**src/design/bouncing_shadebob_renderer_unit_assert.svh**
```systemverilog
// Assertion macros for the bouncing shadebob renderer.
// Included by the top level; no other dependencies.
`ifndef BOUNCING_SHADEBOB_RENDERER_UNIT_ASSERT_SVH
`define BOUNCING_SHADEBOB_RENDERER_UNIT_ASSERT_SVH
`ifndef SYNTHESIS
`define BSR_ASSERT_IMP(name, clk, rst_n, ante, cons) \
    name: assert property (@(posedge clk) disable iff (!rst_n) (ante) |-> (cons)) \
        else $error("bsr assertion failed");
`define BSR_ASSERT_NXT(name, clk, rst_n, ante, cons) \
    name: assert property (@(posedge clk) disable iff (!rst_n) (ante) |=> (cons)) \
        else $error("bsr assertion failed");
`else
`define BSR_ASSERT_IMP(name, clk, rst_n, ante, cons)
`define BSR_ASSERT_NXT(name, clk, rst_n, ante, cons)
`endif
`endif

```
**src/design/bsr_pkg.sv**
```systemverilog
// Shared types, codes and constants of the bouncing shadebob renderer.
// No dependencies.
package bsr_pkg;

    // Default geometry and sizes.
    localparam int FRAME_W_DEF   = 320;
    localparam int FRAME_H_DEF   = 200;
    localparam int MAX_BLOBS_DEF = 64;
    localparam int BOB_SIZE_DEF  = 64;
    localparam int FRAC_BITS_DEF = 8;

    // Operation codes carried in tuser.
    typedef enum logic [1:0] {
        FUNC_LOAD   = 2'd0,
        FUNC_CLEAR  = 2'd1,
        FUNC_RENDER = 2'd2,
        FUNC_READ   = 2'd3
    } func_t;

    // Configuration register indexes.
    localparam logic [2:0] REG_NUM_BLOBS = 3'd0;
    localparam logic [2:0] REG_X_MIN     = 3'd1;
    localparam logic [2:0] REG_X_MAX     = 3'd2;
    localparam logic [2:0] REG_Y_MIN     = 3'd3;
    localparam logic [2:0] REG_Y_MAX     = 3'd4;

    // Register reset values.
    localparam logic [6:0] NUM_BLOBS_RST = 7'd40;
    localparam logic [8:0] X_MIN_RST     = 9'd40;
    localparam logic [8:0] X_MAX_RST     = 9'd280;
    localparam logic [7:0] Y_MIN_RST     = 8'd40;
    localparam logic [7:0] Y_MAX_RST     = 8'd160;

    // Width of the position arithmetic, enough for the widest fraction.
    localparam int ARITH_W = 26;

    // Blob table word: {vel_y, vel_x, pos_y, pos_x}.
    localparam int BLOB_W = 17 + 16 + 10 + 10;

    // Negate a velocity; the most negative value maps to the largest.
    function automatic logic signed [9:0] neg_vel(input logic signed [9:0] v);
        logic signed [9:0] r;
        r = -v;
        if (v == -10'sd512) begin
            r = 10'sd511;
        end
        return r;
    endfunction

endpackage

```
**src/design/bsr_blob_mem.sv**
```systemverilog
// Blob table: one write port, one registered read port, per-entry valid bits.
// Depends on bsr_pkg for the word width.
module bsr_blob_mem #(
    parameter int DEPTH  = 64,
    parameter int IDX_W  = 6
) (
    input  logic                       aclk,
    input  logic                       aresetn,
    input  logic                       wr_en,
    input  logic [IDX_W-1:0]           wr_addr,
    input  logic [bsr_pkg::BLOB_W-1:0] wr_data,
    input  logic [IDX_W-1:0]           rd_addr,
    output logic [bsr_pkg::BLOB_W-1:0] rd_data
);

    logic [bsr_pkg::BLOB_W-1:0] mem [DEPTH];
    logic [DEPTH-1:0]           valid_reg;
    logic [bsr_pkg::BLOB_W-1:0] q_reg;
    logic                       q_valid_reg;

    // Valid bits; an entry never written reads as zero.
    always_ff @(posedge aclk) begin
        if (!aresetn) begin
            valid_reg <= '0;
        end else if (wr_en) begin
            valid_reg[wr_addr] <= 1'b1;
        end
    end

    // Storage and registered read.
    always_ff @(posedge aclk) begin
        if (wr_en) begin
            mem[wr_addr] <= wr_data;
        end
        q_reg       <= mem[rd_addr];
        q_valid_reg <= valid_reg[rd_addr];
    end

    assign rd_data = q_valid_reg ? q_reg : '0;

endmodule

```
**config.mk**
```make
export PLATFORM = sky130hd
export DESIGN_NAME = bsr_blob_mem
export DESIGN_NICKNAME = d
export VERILOG_FILES = /design/src/design/bouncing_shadebob_renderer_unit_assert.svh /design/src/design/bsr_pkg.sv /design/src/design/bsr_blob_mem.sv
export SDC_FILE = /design/constraint.sdc
export NUM_CORES = 2
export LEC_CHECK = 0
export BUFFER_PORTS_ARGS = -buffer_cell sky130_fd_sc_hd__buf_4
export CORE_MARGIN = 8
export CORE_UTILIZATION = 30
export DETAILED_ROUTE_END_ITERATION = 10
export PLACE_DENSITY = 0.48
export REMOVE_ABC_BUFFERS = 1
export SLEW_MARGIN = 20
export SYNTH_ARGS = -nofsm -noshare
export SYNTH_HDL_FRONTEND = slang
export SYNTH_SLANG_ARGS = --single-unit
```
**constraint.sdc**
```tcl
create_clock -name aclk -period 7.91 [get_ports aclk]
set_input_delay 0.3955 -clock aclk [delete_from_list [all_inputs] [get_ports aclk]]
set_output_delay 0.3955 -clock aclk [all_outputs]
set_load 0.02 [all_outputs]
```
Yosys cells after proc, flatten, opt, wreduce, memory -nomap -nowiden

Memory sizes are Yosys's and may differ from the RTL's. A register that Yosys moved wholly into a read port is not among the register bits.
Index checks and enable logic that the tools add are counted.

Bits in writable memories: 3392
Input bits: 68
Memories: 1
Register bits after elaboration: 65
Word-level logic and storage cells: 15
Output and inout port bits: 53

Multiplexer cells: 7
Order comparisons: 3
Bitwise gates (word level): 1
Reductions and logical operators: 1

Memory list:

| memory | depth | width | read ports | clocked after memory_dff | write ports | line               | RTL |
|---|---|---|---|---|---|---|---|
| mem    | 64    | 53    | 1          | 1                        | 1           | bsr_blob_mem.sv:16 | `logic [bsr_pkg::BLOB_W-1:0] mem [DEPTH];` |

Operators with widths:

| operator                                                               | count |
|---|---|
| 64-bit bitwise OR                                                      | 1 |
| 53-bit 2-to-1 mux                                                      | 1 |
| 6-bit by 7-bit < comparator with 1-bit output (second input constant)  | 2 |
| 1-bit binary-select mux with 6-bit select                              | 1 |
| 1-bit demux with 6-bit select                                          | 1 |
| 6-bit by 1-bit >= comparator with 1-bit output (second input constant) | 1 |
| 1-bit 2-to-1 mux                                                       | 4 |
| 1-bit logical AND                                                      | 1 |

Logic depth before layout (Yosys ltp)

Depth after elaboration: 5
Gate-level depth with buffers: 9
Mapped depth without buffers: 5

Least setup slack after synthesis

OpenSTA, ideal clock, no wires.

Path type: input port to flip-flop
Start point: in wr_en
End point: mem mem[40][0] (netlist name) (enable)
Buffers on the path: 0
Setup time: 0.531 ns
Path slack: 2.841 ns
Cell stages on the path: 3
Arrival time: 4.537 ns
Data required time: 7.379 ns
Cells stage by stage: nor2b_1 -> nand3_1 -> nor3_1

Cells in the longest elaborated chain, start to end: 2

RTL lines:

| element                                | line               | RTL |
|---|---|---|
| start, declared                        | bsr_blob_mem.sv:9  | `input logic wr_en,` |
| 1-bit 2-to-1 mux                       | bsr_blob_mem.sv:32 | `if (wr_en) begin` |
| 1-bit 2-to-1 mux (implied by the code) | bsr_blob_mem.sv:33 | `mem[wr_addr] <= wr_data;` |
| end, declared                          | bsr_blob_mem.sv:16 |  |

Every way passes these cells.

Worst setup path in the final report

Start point: in wr_addr[2]
End point: mem mem[38][29] (netlist name) (enable)

RTL lines:

| element         | line               | RTL |
|---|---|---|
| start, declared | bsr_blob_mem.sv:10 | `input logic [IDX_W-1:0] wr_addr,` |

Straight into the memory's write port.

==> results.yml <==
clock_network:
  clkSlewWorstSetupHoldPaths_ns: 0.06
  cts.sinks: 3510
  numCtsBuffers: 368
  cts_hold_buf: 57
  cts_max_path_buffers: 4
  cts_root_buf: "clkbuf_16"
  cts_resized: 0
  cts_tree: "built"
  h-tree-depth: 5
  clk_latency_ns: 0.93
  post_cts_buffers: 0
global_routing:
  grt_pass1_vias: 67400
  antenna_found_initial: 25
  grt-ovfl-total: 0
  grt-busiest-layer: "met2"
  grt_max_degree: 119
  use_met3_pct: 1.91
  track_usage_pct: 16.6
  grt_pass1_wl_um: 552000
  grt_util_met1_pct: 22.1
  grt.met2_usage_pct: 28.8
synthesis:
  synth_ff_type: "edfxtp_1"
  synth-edff-count: 3392
  synthCells: 5979
  netlist_area_sq_um: 134000
  synthArstFlopShare_pct: 0
  yosys_warnings: 0
  ys_ff_latch: 3510
  seq_area_frac_synth_pct: 77.8
  syn_avg_cell_area_sq_um: 22.4
  ys_types: 56
place:
  globalplace.congestion: 0.744
  port-buffer-count: 120
  dpl-instance-area_sq_um: 142000
  place_hpwl_um: 216000
outcome:
  status: "finished, final reports clean"
drt:
  routed_wl_um: 399000
  drtIter0Drc: 6465
  via_count: 64800
  dr.pass1.iters: 6
  via_per_inst: 5.13
  wl_per_cell_um: 31.6
  drcViolationCount: 0
  ant_nets: 0
run:
  maxCapViolCount: 0
timing:
  skew_ns: 0.0515
  hold_viol: 0
  max_freq_mhz: 304
  worst_pin_slew_ns: 1.13
  rsz0062_at_grt: "false"
  setup_tns_ns: 0
  fin_crit_sh_pct: 41.6
  fin_crit_ns: 3.29
  slew_viol_final: 0
  relSlewSlack_pct: 24.3
  final-setup-viol-count: 0
floorplan:
  die_area_sq_um: 468000
  core_area_sq_um: 445000
  boundaryPins: 121
  die_y_um: 684
  die_w_um: 684
  rows: 245
  initial_core_util_pct: 30.1
setup_path:
  r2r-end: "q_reg[32]$_DFF_P_"
  arrival_ns: 3.81
  cp_slowest_cell: "nor2_4"
  crit_start: "wr_addr[2]"
  cp_max_fo: 26
  crit_path_end_kind: "register"
  crit_type: "in -> reg"
  worstPathCellList: "dlygate4sd3_1, buf_4, nor2b_1, nand2_1, nor2_4, buf_4, buf_4"
  reg2reg_slack_ns: 5.67
  cpPeakStageDelay_ns: 0.76
  reg2reg_depth: 5
  crit_required_ns: 8.43
  regToRegStartpoint: "mem[47][32]$_DFFE_PP_"
  critPathMostFrequentCell: "buf_4"
  start_kind: "input port"
final_layout:
  area_delta_synth_final_pct: 15.6
  largest_reg_flops: 3392
  final_area_sq_um: 155000
  drive_gt1_share_pct: 28.2
  fin_nets: 6451
  fillCellCount: 41400
min_path:
  hp-class: "in -> reg"
  holdPathEnd: "q_reg[49]$_DFF_P_"
  hp-start: "rd_addr[4]"
  hold_depth: 3
power:
  peakVddDrop_mv: 0.183
  power.leakage_nw: 47.9
  p_per_area_nw_per_um2: 256
==> cell usage in the layout (no fill, tap or decap), types with 63 or more instances in the layout <==
master | netlist | routed
buf_4 | 50 | 299
clkbuf_1 | 126 | 88
clkbuf_16 | 0 | 375
clkinv_1 | 0 | 79
dfxtp_1 | 118 | 117
edfxtp_1 | 3392 | 3392
mux2_2 | 207 | 207
mux2i_1 | 219 | 219
mux4_2 | 731 | 731
nor2_4 | 0 | 63
o21a_1 | 65 | 65
o22ai_1 | 161 | 161
==> layout make-up <==
cell class                 count  area, sq um  share of cell area (%)
sequential                  3510       104000                    67.3
antenna                        6         15.0                 0.00970
clock inverter               200         1890                    1.22
timing repair buffer         381         3320                    2.14
clock buffer                 478         9920                    6.41
tap                         5928         7420                    4.79
multi-input combinational   2122        28100                    18.1
==> worst max-delay path, delay by kind of cell <==
kind / cells / cell delay (ns)
buffers and inverters: 4 / 1.99
and+or+nand+nor: 3 / 1.33
==> per-layer routing <==
layer / routed length (um) / vias to the layer above / part of all wire [%]
met5: 25 / - / 0.0063
met2: 201000 / 1889 / 50
li1: - / 26300 / -
met1: 169000 / 36100 / 42
met3: 19200 / 522 / 4.8
met4: 9950 / 4 / 2.5
==> how the worst max path moves through the flow <==
stage                     cells after the start                    end
final                                         7  mem[38][29]$_DFFE_PP_
after global routing                          3            rd_data[27]
after CTS                                     3            rd_data[27]
after detailed placement                      5  mem[29][15]$_DFFE_PP_
after global placement                        5  mem[29][15]$_DFFE_PP_
after floorplan                               3   mem[40][0]$_DFFE_PP_
==> stage by stage <==
step	hold slack [ns]	setup WS (ns)	instances	total power, mW	utilization (%)
2_1_floorplan	0.435	2.84	5632	21.8	-
3_3_place_gp	0.441	3.80	11900	23.0	32.0
3_5_place_dp	0.448	3.72	11900	23.0	32.0
4_1_cts	0.0356	4.43	12600	40.1	34.8
5_1_grt	0.108	4.48	12600	40.8	34.8
6_report	0.182	4.62	12600	39.7	34.8
==> where the power goes <==
group          leakage, nW  internal [mW]  switching [mW]
Sequential            31.5           20.5          0.0949
Combinational         10.7          0.713            1.24
Clock                 5.76           9.81            7.26
Total                 47.9           31.1            8.59
==> cells in the mapped netlist, types with 6 or more instances <==
library cell  number  area (sq um)
a22o_1            34           298
nor2b_1           39           244
nand2b_1          15          93.8
a32oi_1           21           184
mux2_1            15           169
buf_6             41           462
a21oi_1           55           275
a211oi_1          33           248
o221ai_1          26           228
nand3_1           10          50.1
o22ai_1          161          1010
nand4b_1          15           131
clkbuf_1         126           473
nor3_1            20           100
mux4_2           731         16500
a21o_1            15           113
o21a_1            65           488
and2_1            57           357
a2111o_1           6          67.6
mux2_2           207          2330
nor4_1            21           131
a211oi_2          15           188
a221oi_2          12           180
o31ai_1           21           158
dfxtp_1          118          2360
a221o_1           14           140
buf_1             11          41.3
nor2_1           112           420
buf_8             11           165
buf_2             95           475
edfxtp_1        3392        102000
a31oi_1            6          37.5
a221oi_1          62           543
buf_12            12           240
o22a_1            27           236
buf_4             50           375
mux2i_1          219          2190
nand2_1           58           218
==> logic make-up (layout without fill, tap and decap cells) <==
family | after synthesis | after routing | synth area share [%]
flip-flops | 3510 | 3510 | 77.8
multiplexers | 1172 | 1172 | 15.8
AO/OA/AOI/OAI | 588 | 588 | 3.36
AND/OR/NAND/NOR | 362 | 362 | 1.39
buffers and inverters | 347 | 1059 | 1.67
other | 0 | 6 | 0
No activity file was read; power rests on OpenSTA's default activity.
