==> config.mk <==
export PLATFORM = sky130hd
export DESIGN_NAME = bsr_stamp
export DESIGN_NICKNAME = d
export VERILOG_FILES = /design/src/design/bouncing_shadebob_renderer_unit_assert.svh /design/src/design/bsr_stamp.sv
export SDC_FILE = /design/constraint.sdc
export NUM_CORES = 1
export LEC_CHECK = 0
export BUFFER_PORTS_ARGS = -buffer_cell sky130_fd_sc_hd__buf_4
export CAP_MARGIN = 20
export CORE_ASPECT_RATIO = 1.5
export CORE_MARGIN = 1.5
export CORE_UTILIZATION = 59
export CTS_BUF_LIST = sky130_fd_sc_hd__clkbuf_8
export DETAILED_ROUTE_END_ITERATION = 10
export PLACE_DENSITY = 0.74
export SYNTH_ARGS = -nofsm -noshare
export SYNTH_HDL_FRONTEND = slang
export SYNTH_SLANG_ARGS = --single-unit
==> constraint.sdc <==
create_clock -name aclk -period 6.41 [get_ports aclk]
set_input_delay 0 -clock aclk [delete_from_list [all_inputs] [get_ports aclk]]
set_output_delay 0 -clock aclk [all_outputs]
set_load 0.1 [all_outputs]
==> src/design/bouncing_shadebob_renderer_unit_assert.svh <==
// Assertion macros for the bouncing shadebob renderer.
// Included by the top level; no other dependencies.
`ifndef BOUNCING_SHADEBOB_RENDERER_UNIT_ASSERT_SVH
`define BOUNCING_SHADEBOB_RENDERER_UNIT_ASSERT_SVH
`ifndef SYNTHESIS
`define BSR_ASSERT_IMP(name, clk, rst_n, ante, cons) \
    name: assert property (@(posedge clk) disable iff (!rst_n) (ante) |-> (cons)) \
        else $error("bsr assertion failed");
`define BSR_ASSERT_NXT(name, clk, rst_n, ante, cons) \
    name: assert property (@(posedge clk) disable iff (!rst_n) (ante) |=> (cons)) \
        else $error("bsr assertion failed");
`else
`define BSR_ASSERT_IMP(name, clk, rst_n, ante, cons)
`define BSR_ASSERT_NXT(name, clk, rst_n, ante, cons)
`endif
`endif

==> src/design/bsr_stamp.sv <==
// Stamp pipeline: walks the kernel square, computes each kernel value and
// does a saturating read-modify-write on the frame store. Uses bsr_pkg only
// through its parent.
module bsr_stamp #(
    parameter int FRAME_W  = 320,
    parameter int FRAME_H  = 200,
    parameter int BOB_SIZE = 64,
    parameter int FA_W     = 16
) (
    input  logic            aclk,
    input  logic            aresetn,
    input  logic            start,
    input  logic [16:0]     cx,
    input  logic [16:0]     cy,
    output logic            busy,
    output logic [FA_W-1:0] rd_addr,
    input  logic [7:0]      rd_data,
    output logic            wr_en,
    output logic [FA_W-1:0] wr_addr,
    output logic [7:0]      wr_data
);

    localparam int HALF   = BOB_SIZE / 2;
    localparam int CW     = $clog2(BOB_SIZE);
    localparam int SW     = 19;
    localparam int SQ_W   = 2 * CW - 1;
    localparam int R_W    = 2 * CW;
    localparam int NUM_W  = R_W + 10;
    localparam int KR2    = HALF * HALF;
    localparam logic [63:0] KERN_M = ((64'd1 << 32) + 64'(KR2) - 64'd1) / 64'(KR2);
    localparam int M_W    = 27;

    localparam logic signed [SW-1:0] HALF_S = SW'(HALF);
    localparam logic signed [SW-1:0] FW_S   = SW'(FRAME_W);
    localparam logic signed [SW-1:0] FH_S   = SW'(FRAME_H);

    logic [CW-1:0] i_reg, j_reg;
    logic          issue_reg;
    logic [16:0]   cx_reg, cy_reg;

    logic v1_reg, v2_reg, v3_reg, v4_reg, v5_reg;
    logic in1_reg, in2_reg, in3_reg, in4_reg, in5_reg;
    logic signed [SW-1:0] x1_reg, y1_reg;
    logic [SQ_W-1:0] dx2_1_reg, dy2_1_reg;
    logic [FA_W-1:0] a2_reg, a3_reg, a4_reg, a5_reg;
    logic [R_W-1:0]  r2_reg;
    logic [63:0]     prod3_reg;
    logic            ins3_reg;
    logic [9:0]      t4_reg;
    logic [7:0]      pix4_reg, pix5_reg;
    logic [19:0]     tt5_reg;

    logic signed [SW-1:0] x_c, y_c;
    logic signed [CW:0]   dx_c, dy_c;
    logic signed [2*CW+1:0] dxf_c, dyf_c;
    logic                 in_c;
    logic [SW-1:0]        xu1, yu1;
    logic [NUM_W-1:0]     num3;
    logic [7:0]           kval;
    logic [8:0]           sum5;

    // Pixel walk: one kernel cell per cycle, row by row.
    always_ff @(posedge aclk) begin
        if (!aresetn) begin
            issue_reg <= 1'b0;
            i_reg     <= '0;
            j_reg     <= '0;
        end else if (start) begin
            issue_reg <= 1'b1;
            i_reg     <= '0;
            j_reg     <= '0;
            cx_reg    <= cx;
            cy_reg    <= cy;
        end else if (issue_reg) begin
            i_reg <= i_reg + 1'b1;
            if (i_reg == CW'(BOB_SIZE - 1)) begin
                j_reg <= j_reg + 1'b1;
                if (j_reg == CW'(BOB_SIZE - 1)) begin
                    issue_reg <= 1'b0;
                end
            end
        end
    end

    // Cell coordinates, clip test and squared offsets.
    always_comb begin
        x_c   = $signed(SW'(cx_reg)) + $signed(SW'(i_reg)) - HALF_S;
        y_c   = $signed(SW'(cy_reg)) + $signed(SW'(j_reg)) - HALF_S;
        in_c  = (x_c >= 0) && (x_c < FW_S) && (y_c >= 0) && (y_c < FH_S);
        dx_c  = $signed({1'b0, i_reg}) - $signed((CW + 1)'(HALF));
        dy_c  = $signed({1'b0, j_reg}) - $signed((CW + 1)'(HALF));
        dxf_c = dx_c * dx_c;
        dyf_c = dy_c * dy_c;
    end

    assign xu1  = x1_reg;
    assign yu1  = y1_reg;
    assign num3 = (NUM_W'(r2_reg) << 10) - NUM_W'(r2_reg);

    // Valid bits of the pipeline.
    always_ff @(posedge aclk) begin
        if (!aresetn) begin
            v1_reg <= 1'b0;
            v2_reg <= 1'b0;
            v3_reg <= 1'b0;
            v4_reg <= 1'b0;
            v5_reg <= 1'b0;
        end else begin
            v1_reg <= issue_reg;
            v2_reg <= v1_reg;
            v3_reg <= v2_reg;
            v4_reg <= v3_reg;
            v5_reg <= v4_reg;
        end
    end

    // Datapath stages: address and radius, reciprocal product, kernel base,
    // square, then saturating add.
    always_ff @(posedge aclk) begin
        in1_reg   <= in_c;
        x1_reg    <= x_c;
        y1_reg    <= y_c;
        dx2_1_reg <= dxf_c[SQ_W-1:0];
        dy2_1_reg <= dyf_c[SQ_W-1:0];

        in2_reg   <= in1_reg;
        a2_reg    <= in1_reg ? FA_W'(yu1 * FRAME_W + xu1) : '0;
        r2_reg    <= R_W'(dx2_1_reg) + R_W'(dy2_1_reg);

        in3_reg   <= in2_reg;
        a3_reg    <= a2_reg;
        ins3_reg  <= r2_reg < R_W'(KR2);
        prod3_reg <= 64'(num3) * 64'(KERN_M[M_W-1:0]);

        in4_reg   <= in3_reg;
        a4_reg    <= a3_reg;
        t4_reg    <= ins3_reg ? (10'd1023 - prod3_reg[32 +: 10]) : 10'd0;
        pix4_reg  <= rd_data;

        in5_reg   <= in4_reg;
        a5_reg    <= a4_reg;
        tt5_reg   <= t4_reg * t4_reg;
        pix5_reg  <= pix4_reg;
    end

    // Kernel value and saturating add.
    assign kval = {tt5_reg[19:13], 1'b0};
    assign sum5 = {1'b0, pix5_reg} + {1'b0, kval};

    assign rd_addr = a2_reg;
    assign wr_en   = v5_reg & in5_reg;
    assign wr_addr = a5_reg;
    assign wr_data = sum5[8] ? 8'd255 : sum5[7:0];
    assign busy    = issue_reg | v1_reg | v2_reg | v3_reg | v4_reg | v5_reg;

endmodule

Word-level counts from Yosys, hierarchy flattened
Cells that the tools add are included.

storage, ports and cells
  flip-flop bits (word level) = 257
  latch bits = 0
  bits in writable memories = 0
  ROM bits = 0
  input port bits = 45
  output and inout port bits = 42
  logic and storage cells = 72
  memories kept = 0

operators by class
  add/sub/neg operators = 13
  multiply operators = 4
  divide/modulo/power cells = 0
  $lt $le $gt $ge = 5
  equality and inequality tests = 2
  shift-type cells = 0
  multiplexer cells = 5
  bitwise gates (word level) = 7
  reductions and logical operators = 6

operators by type and width
  operator                                              count
  >= comparator 19 x 1 -> 1 bit, second input constant  2
  subtractor 18 x 6 -> 19 bit, second input constant    2
  adder 17 x 6 -> 18 bit                                2
  multiplier 7 x 7 -> 11 bit                            2
  multiplier 10 x 10 -> 20 bit                          1
  subtractor 20 x 12 -> 20 bit                          1
  < comparator 19 x 10 -> 1 bit, second input constant  1
  < comparator 19 x 9 -> 1 bit, second input constant   1
  multiplier 19 x 3 -> 10 bit, second input constant    1
  adder 16 bit                                          1
  subtractor 6 x 6 -> 7 bit, second input constant      2
  adder 11 x 11 -> 12 bit                               1
  adder 6 x 1 -> 6 bit, second input constant           2
  == test 6 bit, second input constant                  2
  < comparator 12 x 11 -> 1 bit, second input constant  1
  subtractor 10 bit, first input constant               1
  adder 8 x 8 -> 9 bit                                  1
  2-to-1 mux 8 bit                                      1
  bitwise OR 1 bit                                      5
  2-to-1 mux 1 bit                                      4
  AND reduction 2 bit                                   2
  logical AND 1 bit                                     3
  OR reduction 2 bit                                    1
  bitwise AND 1 bit                                     1
  NOT 1 bit                                             1

Logic depth before layout (Yosys ltp)
Gate-level depths: netlist of the first run.

  depth in word-level cells = 6
  mapped depth = 21
  gate-level depth less buffers = 20

Least setup slack after synthesis of the first run
OpenSTA, ideal clock, no wires.

  kind = flip-flop to flip-flop
  from = register t4_reg[9]
  to = register tt5_reg[18]
  library setup time = 0.072 ns
  arrival time = 4.683 ns
  data required time = 6.338 ns
  path slack = 1.655 ns
  stages on the path, launching flop included = 20
  path buffers = 1
  period minus slack after synthesis = 4.755 ns
  path through = dfxtp_1 clkbuf_1 nand2_1 fa_1 fa_1 inv_1 fa_1 fa_1 inv_1 fa_1 inv_1 ha_1 nor2_1 o211ai_1 o221ai_1 a21oi_1 o211a_1 o21a_1 nor2_1 xnor2_1

between the ends
  longest elaborated chain between the ends = 1

RTL lines
  what                          RTL line          RTL
  start, declared               bsr_stamp.sv:49   logic [9:0] t4_reg;
  start signal, assigned        bsr_stamp.sv:137  t4_reg <= ins3_reg ? (10'd1023 - prod3_reg[32 +: 10]) : 10'd0;
  multiplier 10 x 10 -> 20 bit  bsr_stamp.sv:142  tt5_reg <= t4_reg * t4_reg;
  end signal, assigned          bsr_stamp.sv:142
  end, declared                 bsr_stamp.sv:51   logic [19:0] tt5_reg;

No other way between the ends.
A chain may end at the register's enable or synchronous reset.

Worst setup path in the final report of the first run
  from = register t4_reg[0]
  to = register tt5_reg[18]

The elaborated chain is that of the path after synthesis.

==> results of run 1 <==
[area by class of cell]
class	instances	area, um^2	area share, %
multi-input cells	857	7780	50.5
inverters	183	687	4.46
clock inverters	20	124	0.804
well taps	276	345	2.24
repair buffers	130	1080	7.03
clock buffers	42	578	3.75
flip-flops and latches	223	4800	31.2
[per-stage QoR]
| step | hold slack (ns) | power (mW) | std cells | utilization, % | setup slack, ns |
|---|---|---|---|---|---|
| CTS | 0.0249 | 4.31 | 1731 | 69.1 | 1.22 |
| global placement | 0.106 | 3.04 | 1626 | 64.0 | 1.33 |
| global route | 0.0751 | 4.54 | 1731 | 69.1 | 0.976 |
| finish | 0.0612 | 4.25 | 1731 | 69.1 | 1.29 |
| detailed placement | 0.106 | 3.08 | 1626 | 64.0 | 1.21 |
| floorplan | 0.0277 | 2.79 | 1282 | - | 1.65 |
[power by group]
group / total (mW) / switching [mW] / leakage, nW / internal (mW)
combinational: 1.39 / 0.828 / 5.46 / 0.560
sequential: 1.68 / 0.106 / 1.87 / 1.57
clock: 1.18 / 0.542 / 0.400 / 0.641
total: 4.25 / 1.48 / 7.73 / 2.78
[critical path, stage by stage (launching register included)]
cell and delay [ns]:
dfxtp_1 0.48, nand2_1 0.19, fa_1 0.54, fa_1 0.54, inv_1 0.05, fa_1 0.50, fa_1 0.54, inv_1 0.06
fa_1 0.52, inv_1 0.04, ha_1 0.20, nor2_1 0.11, o211ai_1 0.10, o221ai_1 0.30, a21oi_1 0.20, o211a_1 0.26
o21a_1 0.18, nor2_1 0.13, xnor2_1 0.13
[final timing paths]
check,to,startpoint,slack [ns]
setup / recovery,tt5_reg[18],t4_reg[0],1.29
hold / removal,j_reg[1],start,0.06
setup reg to reg,tt5_reg[18],t4_reg[0],1.29
hold reg to reg,in5_reg,in4_reg,0.32
[timing repair]
action,in CTS,in global routing
hold endpoints to repair,48,0
hold buffers,43,0
gates resized for setup,0,0
[layout by cell type, fill, tap and decap left out, drive strengths merged, types with 23 or more instances in the layout]
cell type      n
a21o          25
a21oi         54
and2          54
buf           87
clkbuf        42
dfxtp        189
dlygate4sd3   43
edfxtp        34
fa            97
ha           176
inv          197
nand2         62
nor2          77
nor2b         25
nor3          27
o21ai         25
xnor2         69
xor2          23
[kinds of logic after synthesis]
family / Yosys count / share of synthesized area, %
flip-flops: 223 / 36.0
adder cells (fa/ha/maj): 273 / 31.1
AND/OR/NAND/NOR: 315 / 12.2
XOR/XNOR: 92 / 6.04
AO/OA/AOI/OAI: 172 / 8.64
buffers and inverters: 202 / 5.69
multiplexers: 5 / 0.384
[per-layer routing]
metal  vias up  part of all wire (%)  track usage [%]
met3        54                   3.4             3.58
li1       4536                     -                -
met5         -                     0                0
met1      4311                    38             22.1
met4         0                   3.2             8.44
met2       160                    55             42.1
==> results_dict.tcl, run 1 <==
set metrics [dict create \
    nFillCells 1737 \
    synth.distinct_cells 62 \
    async_reset_ff_share_pct 0 \
    cts.sinks 223 \
    grt_max_degree 36 \
    place.gp.congestion 0.838 \
    fin_setup_tns_ns 0 \
    hp-class "input pin to flop" \
    crit_required_ns 6.88 \
    drt-pass1-iter-count 9 \
    port_buffers 86 \
    clock_path_buffers 3 \
    die_w_um 126 \
    endpoint_kind "flop" \
    start_util_pct 59.8 \
    cts_buffers 35 \
    wirelength_um 23900 \
    grt_first_pass_wirelength_um 41300 \
    clock_latency_ns 0.54 \
    max_slew_margin_pct 53.6 \
    drt_iter0_drc 306 \
    num_io_pins 87 \
    synth_area_mm2 0.0133 \
    clkSlewWorstSetupHoldPaths_ns 0.06 \
    synth.largest_area_cell "dfxtp_1" \
    cts_root_buf "clkbuf_8" \
    wl_per_cell_um 13.8 \
    drc 8 \
    fin_crit_ns 5.12 \
    dr_total_vias 9061 \
    drive_above_1_share_pct 10.4 \
    worst-slew-pin-transition_ns 0.678 \
    antennaDiodeCount 0 \
    cts_setup_buffers 0 \
    drv_cap 0 \
    fin_nets 1748 \
    postSynthRegisterBits 223 \
    dp_hpwl_um 18900 \
    gr-usage-all-layers_pct 21.4 \
    die-area_mm2 0.0235 \
    synth_ff_type "dfxtp_1" \
    total_leakage_power_nw 7.73 \
    final-setup-viol-count 0 \
    cts_max_level 2 \
    cellPowerDensity_mw_per_mm2 276 \
    status "finished, violations left" \
    ir_drop_mv 0.179 \
    yosys.area.top_type_share_pct 28.4 \
    core_region_area_mm2 0.0223 \
    synth_cells 1282 \
    ys_seq_area_share_pct 36.0 \
    fin_skew_ns 0.0312 \
    ant_nets 0 \
    rows 67 \
    arrival_ns 5.59 \
    crit_fanout 11 \
    crit_path_start_kind "flop" \
    final_hold_viol_count 0 \
    slew_violations 0 \
    antenna_found_initial 0 \
    grt_pass1_vias 9633 \
    yosys_warnings 0 \
    synth_top_cells_by_area "dfxtp_1 28%, ha_1 17%, fa_1 15%" \
    dpl_cell_area_mm2 0.0143 \
    synth_area_per_cell_um2 10.4 \
    rsz0062_at_grt "false" \
    max_freq_mhz 195 \
    rr_worst_depth 18 \
    overflow 0 \
    syn_to_final_growth_pct 15.4 \
    critPathKind "flop to flop" \
    cts_tree "done" \
    synth_edf_count 34 \
    yosysMostFrequentCell "dfxtp_1" \
    die_h_um 187 \
    finalCritPeriodShare_pct 79.9 \
    via_per_inst 5.23 \
    syn-num-nets 1600 \
    synth_common_cells "189 x dfxtp_1, 183 x inv_1, 176 x ha_1" \
    min_path_cells 3 \
    violations "DRC" \
    final_area_mm2 0.0154 \
]
(Power assumes the default switching activity.)
==> run 2, diff against run 1 <==
- ABC_AREA: unset -> 1
- CORE_UTILIZATION: 59 -> 57
- PLACE_DENSITY: 0.74 -> 0.75
- clock period: 6.41 -> 4.5 ns (I/O delays scaled with it)
==> run 2 against run 1 <==
  * The run now ends clean
  * Worst hold slack improved by 0.048 ns
  * Register-to-register slack got worse by 1.2 ns
  * First-iteration DRC count rose by 13%
  * Critical endpoint is now tt5_reg[16]
  * Largest power group unchanged
  * Highest routed layer unchanged
==> results_dict.tcl, run 2 <==
set metrics [dict create \
    cts_tree "done" \
    wl_per_cell_um 13.5 \
    critPathKind "flop to flop" \
    r2r_start "t4_reg[5]" \
    worst-slew-pin-transition_ns 0.782 \
    holdPathEnd "pix4_reg[3]" \
    numPlacedInstances 1973 \
    pwr-share-seq_pct 37.2 \
    num_io_pins 87 \
    rr_worst_depth 17 \
    crit_path_start_kind "flop" \
    cpMostUsedCell "fa_1" \
    fin_crit_ns 4.36 \
    yosys_warnings 0 \
    holdWs_ns 0.110 \
    finalNonFillerCells 2087 \
    busiest_layer "met2" \
    status "finished, final reports clean" \
    worst-path-buf-inv 5 \
    clkSlewWorstSetupHoldPaths_ns 0.06 \
    cts_buffers 36 \
    r2r-end "tt5_reg[16]" \
    grt_util_met1_pct 22.9 \
    synth_area_mm2 0.0139 \
    final-setup-viol-count 0 \
    overflow 0 \
    grtUsageMet3_pct 3.95 \
    finalCritPeriodShare_pct 97.0 \
    endpoint_kind "flop" \
    yosysMostFrequentCell "inv_1" \
    antennaDiodeCount 0 \
    die_w_um 130 \
    ir_drop_mv 0.374 \
    gr-usage-all-layers_pct 22.6 \
    antenna_found_initial 0 \
    drt-pass1-iter-count 8 \
    p_comb_share_pct 32.5 \
    swShare_pct 35.9 \
    drive_above_1_share_pct 14.5 \
    slew_violations 0 \
    synth_edf_count 34 \
    met2_usage_pct 43.9 \
    cellPowerDensity_mw_per_mm2 383 \
    synth.largest_area_cell "dfxtp_1" \
    cts_root_buf "clkbuf_8" \
    drt_iter0_drc 345 \
    place.gp.congestion 0.938 \
    max_slew_margin_pct 47.7 \
    core_region_area_mm2 0.0238 \
    drc 0 \
    cp_slowest_stage_delay_ns 0.54 \
    max_freq_mhz 229 \
    arrival_ns 4.80 \
    port_buffers 86 \
    hold_start "rd_data[3]" \
    dpl_cell_area_mm2 0.0150 \
    async_reset_ff_share_pct 0 \
    grt_first_pass_wirelength_um 45800 \
    syn-num-nets 1881 \
    fin_skew_ns 0.0300 \
    drv_cap 0 \
    cts_max_level 2 \
    rows 69 \
    final_area_mm2 0.0165 \
    ant_nets 0 \
    synth_ff_type "dfxtp_1" \
    nFillCells 1892 \
    hp-class "input pin to flop" \
    crit_fanout 7 \
    final_hold_viol_count 0 \
    regToRegSetupSlack_ns 0.14 \
    fin_nets 2059 \
    p_int_mw 4.05 \
    syn_to_final_growth_pct 19.0 \
    via_per_inst 5.00 \
    crit_required_ns 4.93 \
    cts.sinks 223 \
    fin_setup_tns_ns 0 \
    crit_chain "buf_4, nand2_1, inv_1, fa_1, fa_1, inv_1, fa_1, inv_1, fa_1, ha_1, ha_1, a21oi_1, nor2_1, a211oi_2, o21ai_2, buf_4, xor2_1" \
    synth.distinct_cells 44 \
    clock_path_buffers 3 \
    final_common_cell "inv_1" \
    clock_latency_ns 0.57 \
    synth_top_cells_by_area "dfxtp_1 27%, ha_1 16%, fa_1 14%" \
    die_h_um 194 \
    finalPower_mw 6.32 \
    cpLargestDelayFamily "adder cells" \
    grt_max_degree 35 \
    min_path_cells 2 \
    mostFrequentLayoutCells "300 x inv_1, 288 x nand2_1, 181 x dfxtp_1" \
    postSynthRegisterBits 223 \
    dp_hpwl_um 21800 \
    worstSetupStartpoint "t4_reg[5]" \
    p_clk_share_pct 30.4 \
    start_util_pct 58.2 \
    total_leakage_power_nw 9.07 \
    cpMaxStageDelayCell "fa_1" \
    die-area_mm2 0.0253 \
    p_switching_mw 2.27 \
    synth_common_cells "301 x inv_1, 299 x nand2_1, 189 x dfxtp_1" \
    synth_area_per_cell_um2 8.87 \
    synth_cells 1563 \
    yosys.area.top_type_share_pct 27.3 \
    wirelength_um 28200 \
    dr_total_vias 10431 \
    ys_seq_area_share_pct 34.6 \
    grt_pass1_vias 10599 \
]
## run 2: cell types whose count changed in the layout (fill, tap and decap cells not counted), sizes merged, moves of 17 or more
cell   previous run  this run
nor3             27         7
nor2             77       104
nand3            12        56
a21oi            54        83
xnor2            69        21
xor2             23        51
o21ai            25        42
and2             54         1
inv             197       315
buf              87       114
nand2            62       309
nor2b            25         0
## run 2: metrics by stage
stage                     worst slack (ns)  utilization, %
after floorplan                     0.0110               -
after global placement              0.0462            63.0
after detailed placement           -0.0721            63.0
after CTS                         -0.00209            68.5
after global routing               -0.0736            69.3
final                                0.136            69.3
## run 2: worst max-delay path by stage
stage,slack (ns),cells past startpoint,end
3_5_place_dp,-0.07,18,tt5_reg[18]
2_1_floorplan,0.01,18,tt5_reg[18]
3_3_place_gp,0.05,17,tt5_reg[18]
5_1_grt,-0.07,18,tt5_reg[18]
6_report,0.14,17,tt5_reg[16]
4_1_cts,-0.002,17,tt5_reg[18]
## run 2: power by group through the flow
stage                     Clock (mW)  Combinational [mW]  Sequential (mW)
after floorplan                    0                1.52             2.33
after CTS                       1.96                1.99             2.34
final                           1.92                2.05             2.35
after global placement             0                1.89             2.37
after global routing            2.05                2.28             2.37
after detailed placement           0                1.94             2.38
## run 2: cell type report
type / count / area [um^2] / share of cell area [%]
multi-input cells: 1011 / 7990 / 48.4
repair buffers: 160 / 1330 / 8.06
inverters: 309 / 1160 / 7.02
well taps: 319 / 399 / 2.42
flip-flops and latches: 223 / 4820 / 29.2
clock buffers: 44 / 606 / 3.67
clock inverters: 21 / 211 / 1.28
## run 2: logic make-up after synthesis
kind of cell	after synthesis	share of synthesized area (%)
and+or+nand+nor	506	15.3
buffers and inverters	329	8.96
adders and majority gates	273	29.9
DFF	223	34.6
AOI/OAI and AO/OA	160	6.64
xor gates and xnor gates	72	4.55
## run 2: metal layers
| metal | up-vias | share of wire [%] | wire [um] |
|---|---|---|---|
| met3 | 78 | 4.0 | 1120 |
| met1 | 4872 | 38 | 10600 |
| met2 | 226 | 55 | 15400 |
| li1 | 5255 | - | - |
| met5 | - | 0 | 0 |
| met4 | 0 | 3.6 | 1010 |
## run 2: timing repair
| item | in CTS | in global routing |
|---|---|---|
| hold buffers | 46 | 0 |
| setup endpoints to repair | 4 | 9 |
| endpoints found under the hold margin | 60 | 0 |
| buffers inserted | 0 | 3 |
| pin swaps | 1 | 20 |
| gates resized for setup | 5 | 50 |
